--- config.mk ---
export PLATFORM = sky130hd
export DESIGN_NAME = single_line_writeback_cache_core
export DESIGN_NICKNAME = d
export VERILOG_FILES = /design/src/slwbc_pkg.sv /design/src/slwbc_ctrl.sv /design/src/slwbc_dp.sv /design/src/single_line_writeback_cache_core.sv
export SDC_FILE = /design/constraint.sdc
export NUM_CORES = 1
export LEC_CHECK = 0
export BUFFER_PORTS_ARGS = -buffer_cell sky130_fd_sc_hd__clkbuf_2
export CAP_MARGIN = 20
export CORE_MARGIN = 8
export CORE_UTILIZATION = 45
export CTS_CLUSTER_DIAMETER = 120
export CTS_CLUSTER_SIZE = 28
export DETAILED_ROUTE_END_ITERATION = 7
export PLACE_DENSITY_LB_ADDON = 0.1
export SLEW_MARGIN = 20
export SYNTH_ARGS = -nofsm -noshare
export SYNTH_HDL_FRONTEND = slang
export SYNTH_HIERARCHICAL = 1
export SYNTH_SLANG_ARGS = --single-unit
--- constraint.sdc ---
create_clock -name clk -period 7 [get_ports clk]
set_input_delay 1.05 -clock clk [delete_from_list [all_inputs] [get_ports clk]]
set_output_delay 1.05 -clock clk [all_outputs]
set_load 0.02 [all_outputs]
--- src/slwbc_pkg.sv ---
package slwbc_pkg;

  // line geometry
  localparam int LINE_BYTES    = 8;
  localparam int OFF_BITS      = $clog2(LINE_BYTES);
  localparam int ADDR_BITS     = 8;
  localparam int LINE_NUM_BITS = ADDR_BITS - OFF_BITS;
  localparam int LINE_W        = 8 * LINE_BYTES;
  localparam int CNT_W         = 4;
  localparam int KIND_W        = 3;

  localparam logic [ADDR_BITS-1:0] ADDR_ALL  = '1;
  localparam logic [CNT_W-1:0]     LINE_CNT  = CNT_W'(LINE_BYTES);
  localparam logic [CNT_W-1:0]     MAX_FETCH = CNT_W'(8);

  // input opcodes
  localparam logic [1:0] OP_FETCH = 2'd0;
  localparam logic [1:0] OP_STORE = 2'd1;
  localparam logic [1:0] OP_DONE  = 2'd2;

  // result kinds
  localparam logic [KIND_W-1:0] KIND_NONE   = 3'd0;
  localparam logic [KIND_W-1:0] KIND_DONE   = 3'd1;
  localparam logic [KIND_W-1:0] KIND_REFILL = 3'd2;
  localparam logic [KIND_W-1:0] KIND_WBACK  = 3'd3;
  localparam logic [KIND_W-1:0] KIND_DRD    = 3'd4;
  localparam logic [KIND_W-1:0] KIND_DWR    = 3'd5;

  // outstanding miss
  typedef enum logic [1:0] {
    PEND_NONE     = 2'd0,
    PEND_REFILL   = 2'd1,
    PEND_WB_FILL  = 2'd2,
    PEND_WB_STORE = 2'd3
  } pend_t;

  // controller states
  typedef enum logic {
    ST_IDLE = 1'b0,
    ST_RUN  = 1'b1
  } state_t;

  // controller to datapath commands
  typedef struct packed {
    logic load;
    logic exec;
  } cmd_t;

  // bytes of a line starting at an offset, clipped to the count and line end
  function automatic logic [LINE_W-1:0] gather(input logic [LINE_W-1:0] line,
                                               input logic [OFF_BITS-1:0] off,
                                               input logic [CNT_W-1:0] cnt);
    logic [CNT_W:0]    room;
    logic [CNT_W:0]    lim;
    logic [CNT_W:0]    n;
    logic [LINE_W-1:0] sh;
    logic [LINE_W-1:0] res;
    room = (CNT_W+1)'(LINE_BYTES) - (CNT_W+1)'(off);
    lim  = ({1'b0, cnt} > {1'b0, MAX_FETCH}) ? {1'b0, MAX_FETCH} : {1'b0, cnt};
    n    = (lim < room) ? lim : room;
    sh   = line >> {off, 3'b000};
    res  = '0;
    for (int i = 0; i < LINE_BYTES; i++) begin
      if ((CNT_W+1)'(i) < n) begin
        res[8*i +: 8] = sh[8*i +: 8];
      end
    end
    return res;
  endfunction

endpackage

--- src/slwbc_ctrl.sv ---
module slwbc_ctrl (
  input  logic              clk,
  input  logic              rst,
  input  logic              start,
  output logic              busy,
  output slwbc_pkg::cmd_t   cmd
);

  slwbc_pkg::state_t state;
  slwbc_pkg::state_t state_next;

  // state register
  always_ff @(posedge clk) begin
    if (rst) begin
      state <= slwbc_pkg::ST_IDLE;
    end else begin
      state <= state_next;
    end
  end

  // next state
  always_comb begin
    state_next = state;
    unique case (state)
      slwbc_pkg::ST_IDLE: if (start) state_next = slwbc_pkg::ST_RUN;
      slwbc_pkg::ST_RUN:  state_next = slwbc_pkg::ST_IDLE;
      default:            state_next = slwbc_pkg::ST_IDLE;
    endcase
  end

  // outputs
  always_comb begin
    busy     = 1'b0;
    cmd.load = 1'b0;
    cmd.exec = 1'b0;
    unique case (state)
      slwbc_pkg::ST_IDLE: cmd.load = start;
      slwbc_pkg::ST_RUN: begin
        busy     = 1'b1;
        cmd.exec = 1'b1;
      end
      default: ;
    endcase
  end

endmodule

--- src/slwbc_dp.sv ---
module slwbc_dp (
  input  logic                                   clk,
  input  logic                                   rst,
  input  slwbc_pkg::cmd_t                        cmd,
  input  logic                                   cfg_we,
  input  logic                                   cfg_data,
  input  logic [1:0]                             opcode,
  input  logic [slwbc_pkg::ADDR_BITS-1:0]        address,
  input  logic [slwbc_pkg::CNT_W-1:0]            byte_count,
  input  logic [7:0]                             write_byte,
  input  logic [slwbc_pkg::LINE_W-1:0]           fill_line,
  output logic                                   done,
  output logic [slwbc_pkg::KIND_W-1:0]           kind,
  output logic [slwbc_pkg::ADDR_BITS-1:0]        mem_address,
  output logic [slwbc_pkg::CNT_W-1:0]            mem_count,
  output logic [slwbc_pkg::LINE_BYTES-1:0]       byte_mask,
  output logic [slwbc_pkg::LINE_W-1:0]           line_out,
  output logic [slwbc_pkg::LINE_W-1:0]           read_data,
  output logic [7:0]                             pass_data
);

  localparam int AB = slwbc_pkg::ADDR_BITS;
  localparam int OB = slwbc_pkg::OFF_BITS;
  localparam int LB = slwbc_pkg::LINE_BYTES;
  localparam int LW = slwbc_pkg::LINE_W;
  localparam int NB = slwbc_pkg::LINE_NUM_BITS;
  localparam int CW = slwbc_pkg::CNT_W;
  localparam int KW = slwbc_pkg::KIND_W;

  // captured item
  logic [1:0]    op_q;
  logic [AB-1:0] addr_q;
  logic [CW-1:0] cnt_q;
  logic [7:0]    wbyte_q;
  logic [LW-1:0] fill_q;

  // cache state
  logic              enable;
  logic [NB-1:0]     line_num, line_num_next;
  logic              line_valid, line_valid_next;
  logic [LB-1:0]     dirty, dirty_next;
  logic [LW-1:0]     line_bytes, line_bytes_next;
  slwbc_pkg::pend_t  pend_op, pend_op_next;
  logic [AB-1:0]     pend_addr, pend_addr_next;
  logic [CW-1:0]     pend_cnt, pend_cnt_next;
  logic [7:0]        pend_byte, pend_byte_next;

  // result values
  logic [KW-1:0]  kind_next;
  logic [AB-1:0]  mem_address_next;
  logic [CW-1:0]  mem_count_next;
  logic [LB-1:0]  byte_mask_next;
  logic [LW-1:0]  line_out_next;
  logic [LW-1:0]  read_data_next;
  logic [7:0]     pass_data_next;

  logic [NB-1:0]  a_line;
  logic [OB-1:0]  a_off;
  logic [NB-1:0]  p_line;
  logic [OB-1:0]  p_off;

  assign a_line = addr_q[AB-1:OB];
  assign a_off  = addr_q[OB-1:0];
  assign p_line = pend_addr[AB-1:OB];
  assign p_off  = pend_addr[OB-1:0];

  // item capture
  always_ff @(posedge clk) begin
    if (cmd.load) begin
      op_q    <= opcode;
      addr_q  <= address;
      cnt_q   <= byte_count;
      wbyte_q <= write_byte;
      fill_q  <= fill_line;
    end
  end

  // configuration register
  always_ff @(posedge clk) begin
    if (rst) begin
      enable <= 1'b0;
    end else if (cfg_we) begin
      enable <= cfg_data;
    end
  end

  // request / completion handling
  always_comb begin
    line_num_next    = line_num;
    line_valid_next  = line_valid;
    dirty_next       = dirty;
    line_bytes_next  = line_bytes;
    pend_op_next     = pend_op;
    pend_addr_next   = pend_addr;
    pend_cnt_next    = pend_cnt;
    pend_byte_next   = pend_byte;
    kind_next        = slwbc_pkg::KIND_NONE;
    mem_address_next = '0;
    mem_count_next   = '0;
    byte_mask_next   = '0;
    line_out_next    = '0;
    read_data_next   = '0;
    pass_data_next   = '0;

    if (op_q == slwbc_pkg::OP_DONE) begin
      case (pend_op)
        slwbc_pkg::PEND_REFILL: begin
          line_num_next   = p_line;
          line_bytes_next = fill_q;
          line_valid_next = 1'b1;
          dirty_next      = '0;
          kind_next       = slwbc_pkg::KIND_DONE;
          read_data_next  = slwbc_pkg::gather(fill_q, p_off, pend_cnt);
          pend_op_next    = slwbc_pkg::PEND_NONE;
        end
        slwbc_pkg::PEND_WB_FILL: begin
          dirty_next       = '0;
          kind_next        = slwbc_pkg::KIND_REFILL;
          mem_address_next = {p_line, {OB{1'b0}}};
          mem_count_next   = slwbc_pkg::LINE_CNT;
          pend_op_next     = slwbc_pkg::PEND_REFILL;
        end
        slwbc_pkg::PEND_WB_STORE: begin
          dirty_next = '0;
          if (pend_addr != slwbc_pkg::ADDR_ALL) begin
            if (p_line != line_num) begin
              line_num_next   = p_line;
              line_valid_next = 1'b0;
            end
            line_bytes_next[8*p_off +: 8] = pend_byte;
            dirty_next = LB'(1) << p_off;
          end
          kind_next    = slwbc_pkg::KIND_DONE;
          pend_op_next = slwbc_pkg::PEND_NONE;
        end
        default: ;
      endcase
    end else if (op_q == slwbc_pkg::OP_FETCH || op_q == slwbc_pkg::OP_STORE) begin
      if (!enable) begin
        // pass straight to memory
        mem_address_next = addr_q;
        if (op_q == slwbc_pkg::OP_FETCH) begin
          kind_next      = slwbc_pkg::KIND_DRD;
          mem_count_next = cnt_q;
        end else begin
          kind_next      = slwbc_pkg::KIND_DWR;
          mem_count_next = CW'(1);
          pass_data_next = wbyte_q;
        end
      end else if (pend_op == slwbc_pkg::PEND_NONE) begin
        if (op_q == slwbc_pkg::OP_FETCH) begin
          if (addr_q == slwbc_pkg::ADDR_ALL) begin
            // invalidate, dirty bytes kept
            line_valid_next = 1'b0;
            kind_next       = slwbc_pkg::KIND_DONE;
          end else if (a_line == line_num && line_valid) begin
            kind_next      = slwbc_pkg::KIND_DONE;
            read_data_next = slwbc_pkg::gather(line_bytes, a_off, cnt_q);
          end else begin
            pend_addr_next = addr_q;
            pend_cnt_next  = cnt_q;
            if (dirty != '0) begin
              kind_next        = slwbc_pkg::KIND_WBACK;
              mem_address_next = {line_num, {OB{1'b0}}};
              byte_mask_next   = dirty;
              line_out_next    = line_bytes;
              pend_op_next     = slwbc_pkg::PEND_WB_FILL;
            end else begin
              kind_next        = slwbc_pkg::KIND_REFILL;
              mem_address_next = {a_line, {OB{1'b0}}};
              mem_count_next   = slwbc_pkg::LINE_CNT;
              pend_op_next     = slwbc_pkg::PEND_REFILL;
            end
          end
        end else begin
          if (addr_q == slwbc_pkg::ADDR_ALL) begin
            // flush
            if (dirty != '0) begin
              kind_next        = slwbc_pkg::KIND_WBACK;
              mem_address_next = {line_num, {OB{1'b0}}};
              byte_mask_next   = dirty;
              line_out_next    = line_bytes;
              pend_addr_next   = addr_q;
              pend_op_next     = slwbc_pkg::PEND_WB_STORE;
            end else begin
              kind_next = slwbc_pkg::KIND_DONE;
            end
          end else if (a_line == line_num || dirty == '0) begin
            if (a_line != line_num) begin
              line_num_next   = a_line;
              line_valid_next = 1'b0;
            end
            line_bytes_next[8*a_off +: 8] = wbyte_q;
            dirty_next = dirty | (LB'(1) << a_off);
            kind_next  = slwbc_pkg::KIND_DONE;
          end else begin
            // store miss over dirty line: write back first
            kind_next        = slwbc_pkg::KIND_WBACK;
            mem_address_next = {line_num, {OB{1'b0}}};
            byte_mask_next   = dirty;
            line_out_next    = line_bytes;
            pend_addr_next   = addr_q;
            pend_byte_next   = wbyte_q;
            pend_op_next     = slwbc_pkg::PEND_WB_STORE;
          end
        end
      end
    end
  end

  // cache control state
  always_ff @(posedge clk) begin
    if (rst) begin
      line_num   <= '0;
      line_valid <= 1'b0;
      dirty      <= '0;
      pend_op    <= slwbc_pkg::PEND_NONE;
      pend_addr  <= '0;
      pend_cnt   <= '0;
      pend_byte  <= '0;
    end else if (cmd.exec) begin
      line_num   <= line_num_next;
      line_valid <= line_valid_next;
      dirty      <= dirty_next;
      pend_op    <= pend_op_next;
      pend_addr  <= pend_addr_next;
      pend_cnt   <= pend_cnt_next;
      pend_byte  <= pend_byte_next;
    end
  end

  // line data, no reset
  always_ff @(posedge clk) begin
    if (cmd.exec) begin
      line_bytes <= line_bytes_next;
    end
  end

  // result strobe
  always_ff @(posedge clk) begin
    if (rst) begin
      done <= 1'b0;
    end else begin
      done <= cmd.exec;
    end
  end

  // result registers
  always_ff @(posedge clk) begin
    if (cmd.exec) begin
      kind        <= kind_next;
      mem_address <= mem_address_next;
      mem_count   <= mem_count_next;
      byte_mask   <= byte_mask_next;
      line_out    <= line_out_next;
      read_data   <= read_data_next;
      pass_data   <= pass_data_next;
    end
  end

endmodule

--- src/single_line_writeback_cache_core.sv ---
// One-line, eight-byte write-back cache with per-byte dirty marks. An item is
// taken when start is high and busy is low; busy then stays high while the line
// state is updated, and the result appears on the result ports with done high
// for exactly the following cycle. Every item gives one result (kind 0 when
// there is nothing to report), and the receiver cannot stall it.
// A new item can be started in the same cycle that done is high, but none is
// taken while busy is high for the update step of the controller's
// capture-then-update sequence. Requests to memory are reported as results;
// the matching completion is fed back in as an item with opcode 2.
// cache_enable is written on the cfg channel, accepted while busy is low.
module single_line_writeback_cache_core (
  input  logic                                   clk,
  input  logic                                   rst,
  input  logic                                   start,
  output logic                                   busy,
  input  logic [1:0]                             opcode,
  input  logic [slwbc_pkg::ADDR_BITS-1:0]        address,
  input  logic [slwbc_pkg::CNT_W-1:0]            byte_count,
  input  logic [7:0]                             write_byte,
  input  logic [slwbc_pkg::LINE_W-1:0]           fill_line,
  input  logic                                   cfg_valid,
  output logic                                   cfg_ready,
  input  logic                                   cfg_data,
  output logic                                   done,
  output logic [slwbc_pkg::KIND_W-1:0]           kind,
  output logic [slwbc_pkg::ADDR_BITS-1:0]        mem_address,
  output logic [slwbc_pkg::CNT_W-1:0]            mem_count,
  output logic [slwbc_pkg::LINE_BYTES-1:0]       byte_mask,
  output logic [slwbc_pkg::LINE_W-1:0]           line_out,
  output logic [slwbc_pkg::LINE_W-1:0]           read_data,
  output logic [7:0]                             pass_data
);

  slwbc_pkg::cmd_t cmd;
  logic            cfg_we;

  // config accepted whenever no item is in work
  assign cfg_ready = ~busy;
  assign cfg_we    = cfg_valid & cfg_ready;

  slwbc_ctrl u_ctrl (
    .clk   (clk),
    .rst   (rst),
    .start (start),
    .busy  (busy),
    .cmd   (cmd)
  );

  slwbc_dp u_dp (
    .clk         (clk),
    .rst         (rst),
    .cmd         (cmd),
    .cfg_we      (cfg_we),
    .cfg_data    (cfg_data),
    .opcode      (opcode),
    .address     (address),
    .byte_count  (byte_count),
    .write_byte  (write_byte),
    .fill_line   (fill_line),
    .done        (done),
    .kind        (kind),
    .mem_address (mem_address),
    .mem_count   (mem_count),
    .byte_mask   (byte_mask),
    .line_out    (line_out),
    .read_data   (read_data),
    .pass_data   (pass_data)
  );

  // every result follows an update cycle
  a_done_after_run: assert property (@(posedge clk) disable iff (rst)
    done |-> $past(busy))
    else $error("result without an update cycle");

  // an accepted item always gets its update cycle
  a_accept_runs: assert property (@(posedge clk) disable iff (rst)
    (start && !busy) |=> (busy ##1 done))
    else $error("accepted item produced no result");

  // a write-back always carries dirty bytes
  a_wback_dirty: assert property (@(posedge clk) disable iff (rst)
    (done && kind == slwbc_pkg::KIND_WBACK) |-> (byte_mask != '0))
    else $error("write-back with empty byte mask");

endmodule

==> metrics <==
root buf cell clkbuf_16; Area Growth Syn to Fin 11.9%; slowest cell on the critical path nor2_1; fin crit period 4.48 ns; WL final 65.7 mm; violation count after the first detailed-route iteration 2610; Placed Cells 2207; CTS Buf Count 16; row count 73; Synth area leaders edfxtp_1 (52%), mux2i_1 (5.6%), mux4_2 (4.6%); Worst R2R End u_dp/read_data[31]$_DFFE_PP_; critical path class register to register; Worst Path Max Fanout 55; most used cell, CP ha_1; leading area contributor after synthesis edfxtp_1; Synth Instances 1508; critical path buffer and inverter count 3; die span in y 216 um; Worst-Skew Late Latency 0.53 ns; distinct cell type count after synthesis 72; max incr delay on CP 0.63 ns; sequence of cells on the critical path buf_4 > inv_1 > ha_1 > ha_1 > inv_2 > ha_1 > a21o_1 > a21oi_1 > a211oi_1 > nor2_1 > nand2_1 > o21ai_1; Slew @ Worst Pin 1.07 ns; GPL Wtd Cong 1.00; gr ovfl total 0; CTS clock-pin slew for the worst setup and hold paths 0.12 ns; r2r setup slk 2.52 ns; slew margin rel. 0.278; Pins Over Slew Limit 0; Seq cells post-synth 348; CP endpoint kind register; n_diodes 0; number of flops mapped to enable cells by yosys 309; vias post-DR 14000; RSZ-0062 raised after global routing no; Setup crit start u_dp/addr_q[1]$_DFFE_PP_; Starting Density 0.454; Max Cap Viol 0; all-layer global routing usage 0.269; Net count, final 1816; Ys Warns 6; share of layout cells above drive strength 1 0.235; critical path depth 12; Clock Sinks 348; Worst setup endpoint u_dp/read_data[31]$_DFFE_PP_; Resize count post-CTS 0; Cell Area, Synth 18000 um2; CTS tree built; final cycle utilization of the critical path 0.640; vias in the first global route 13300; worst vdd ir 0.174 mV; Die ar. 46700 um2; failing checks design-rule violations; Lkg Pwr 0.00748 uW; WL/cell 29.4 um; Final Non-Filler Cells 2230; CP arrival 4.86 ns; Die X 216 um; overall power 3970 uW; global-route wire length before repair 94.1 mm; Ports 253; DRC Markers 12; syn nets 1624; Final Util 0.508; worst-case reg-to-reg path depth 12; ys flop type edfxtp_1; fmax 0.223 GHz; status finished, violations left; register area share after synthesis 0.559; critical path required time 7.38 ns; clock skew 0.0255 ns; r2r startpoint u_dp/addr_q[1]$_DFFE_PP_; Pwr Density 197 nW/um2; hold buffer count at CTS 0; Port Buf Inserts 252; largest net degree at the start of global routing 79; Final HPWL DP 50.2 mm; Pre-antenna DRT Iters 8; core area 39600 um2; Yosys top cell area share 0.515; Setup TNS 0 ns; worst min path class register to register; CTS H-tree depth 1; detail-routed via count per cell 6.30; initial antenna violation count 6; antenna viol nets, final 0; Setup Viol. Count Final 0; Hold Fails Final Rpt 0; clk buf depth 3; post-CTS setup buffers 0; CP delay by family, top buffers and inverters; average size of a mapped cell 11.9 um2; asr flop ratio synth 0; startpoint types register
[cell usage after synthesis, types with 15 or more instances]
| cell | instances |
|---|---|
| and2_1 | 86 |
| dfxtp_1 | 39 |
| nor2_1 | 127 |
| buf_2 | 28 |
| edfxtp_1 | 309 |
| o21ai_1 | 15 |
| inv_1 | 69 |
| mux4_2 | 37 |
| mux2i_1 | 100 |
| ha_1 | 25 |
| a222oi_1 | 42 |
| o21ai_0 | 64 |
| mux2_2 | 36 |
| a21oi_1 | 76 |
| a22oi_1 | 32 |
| o22ai_1 | 63 |
| clkbuf_1 | 50 |
| nand2_1 | 108 |
[power by group]
| group | leakage, uW | switching (uW) | total [uW] | internal [uW] |
|---|---|---|---|---|
| Clock | 0.000223 | 642 | 1100 | 456 |
| Combinational | 0.00402 | 302 | 456 | 154 |
| Sequential | 0.00324 | 85.5 | 2420 | 2330 |
[layout make-up]
class,count,area (um2)
fillers,3619,19500
repair buffers,269,1390
well taps,525,657
clock buffers,22,444
multi-input cells,994,7310
inverters,71,267
flip-flops and latches,348,10100
clock inverters,1,16.3
[how the worst min path moves through the flow]
stage / slack, ns / from / cells past startpoint / to
final: 0.52 / u_dp/pend_cnt[1]$_SDFFE_PP0P_ / 2 / u_dp/pend_cnt[1]$_SDFFE_PP0P_
after global routing: 0.56 / u_dp/dirty[5]$_SDFFE_PP0P_ / 2 / u_dp/dirty[5]$_SDFFE_PP0P_
after CTS: 0.52 / u_dp/pend_cnt[1]$_SDFFE_PP0P_ / 2 / u_dp/pend_cnt[1]$_SDFFE_PP0P_
after detailed placement: 0.50 / u_dp/pend_cnt[1]$_SDFFE_PP0P_ / 2 / u_dp/pend_cnt[1]$_SDFFE_PP0P_
after global placement: 0.48 / u_dp/pend_cnt[0]$_SDFFE_PP0P_ / 2 / u_dp/pend_cnt[0]$_SDFFE_PP0P_
after floorplan: 0.46 / u_dp/pend_cnt[0]$_SDFFE_PP0P_ / 2 / u_dp/pend_cnt[0]$_SDFFE_PP0P_
[routing by layer]
layer	up-vias	global-route usage	share of wire
met5	-	0	0.00038
met4	4	0.0717	0.031
met3	125	0.0710	0.13
met2	1007	0.387	0.42
met1	6782	0.395	0.43
li1	6120	-	-
[cell usage in the layout, fill, tap and decap left out, types with 8 or more instances in the layout]
cell type and n:
nand2_1 108, and2_1 86, and3_1 12, nor2_1 127, edfxtp_1 309, a211oi_1 13
ha_1 25, clkbuf_16 17, a22o_1 11, a222oi_1 42, o21ai_0 64, mux2_2 36
clkbuf_2 252, a22oi_1 32, mux4_2 37, buf_4 17, o21ai_1 15, mux2i_1 100
nand2b_1 8, inv_1 69, a21oi_1 76, nand3_1 14, o22ai_1 63, dfxtp_1 36
[flip-flops by register name, indices dropped and copies added, names as in the netlist, 2 cells and up]
signal	flops
u_dp/addr_q	8
u_dp/byte_mask	8
u_dp/cnt_q	4
u_dp/dirty	8
u_dp/fill_q	64
u_dp/kind	3
u_dp/line_bytes	64
u_dp/line_num	5
u_dp/line_out	64
u_dp/mem_address	8
u_dp/mem_count	4
u_dp/op_q	2
u_dp/pass_data	8
u_dp/pend_addr	8
u_dp/pend_byte	8
u_dp/pend_cnt	4
u_dp/pend_op	2
u_dp/read_data	64
u_dp/wbyte_q	8
[cells by family after synthesis]
group	share of synthesized area
simple gates	0.112
compound gates	0.145
flops	0.559
mux	0.125
buf+inv	0.0372
fa+ha+maj	0.0174
xor+xnor	0.00486
[metrics by stage]
step,hold WS [ns],worst slack (ns),area (um2)
finish,0.516,2.52,20100
global route,0.564,2.32,20100
CTS,0.523,2.61,20100
detailed placement,0.495,2.66,19700
global placement,0.476,2.79,19700
floorplan,0.456,3.37,18000
[worst min-delay path, stage by stage (launching register included)]
cell,delay [ns]
dfxtp_1,0.34
mux2i_1,0.07
nor2_1,0.08
No activity file was read; power rests on OpenSTA's default activity.
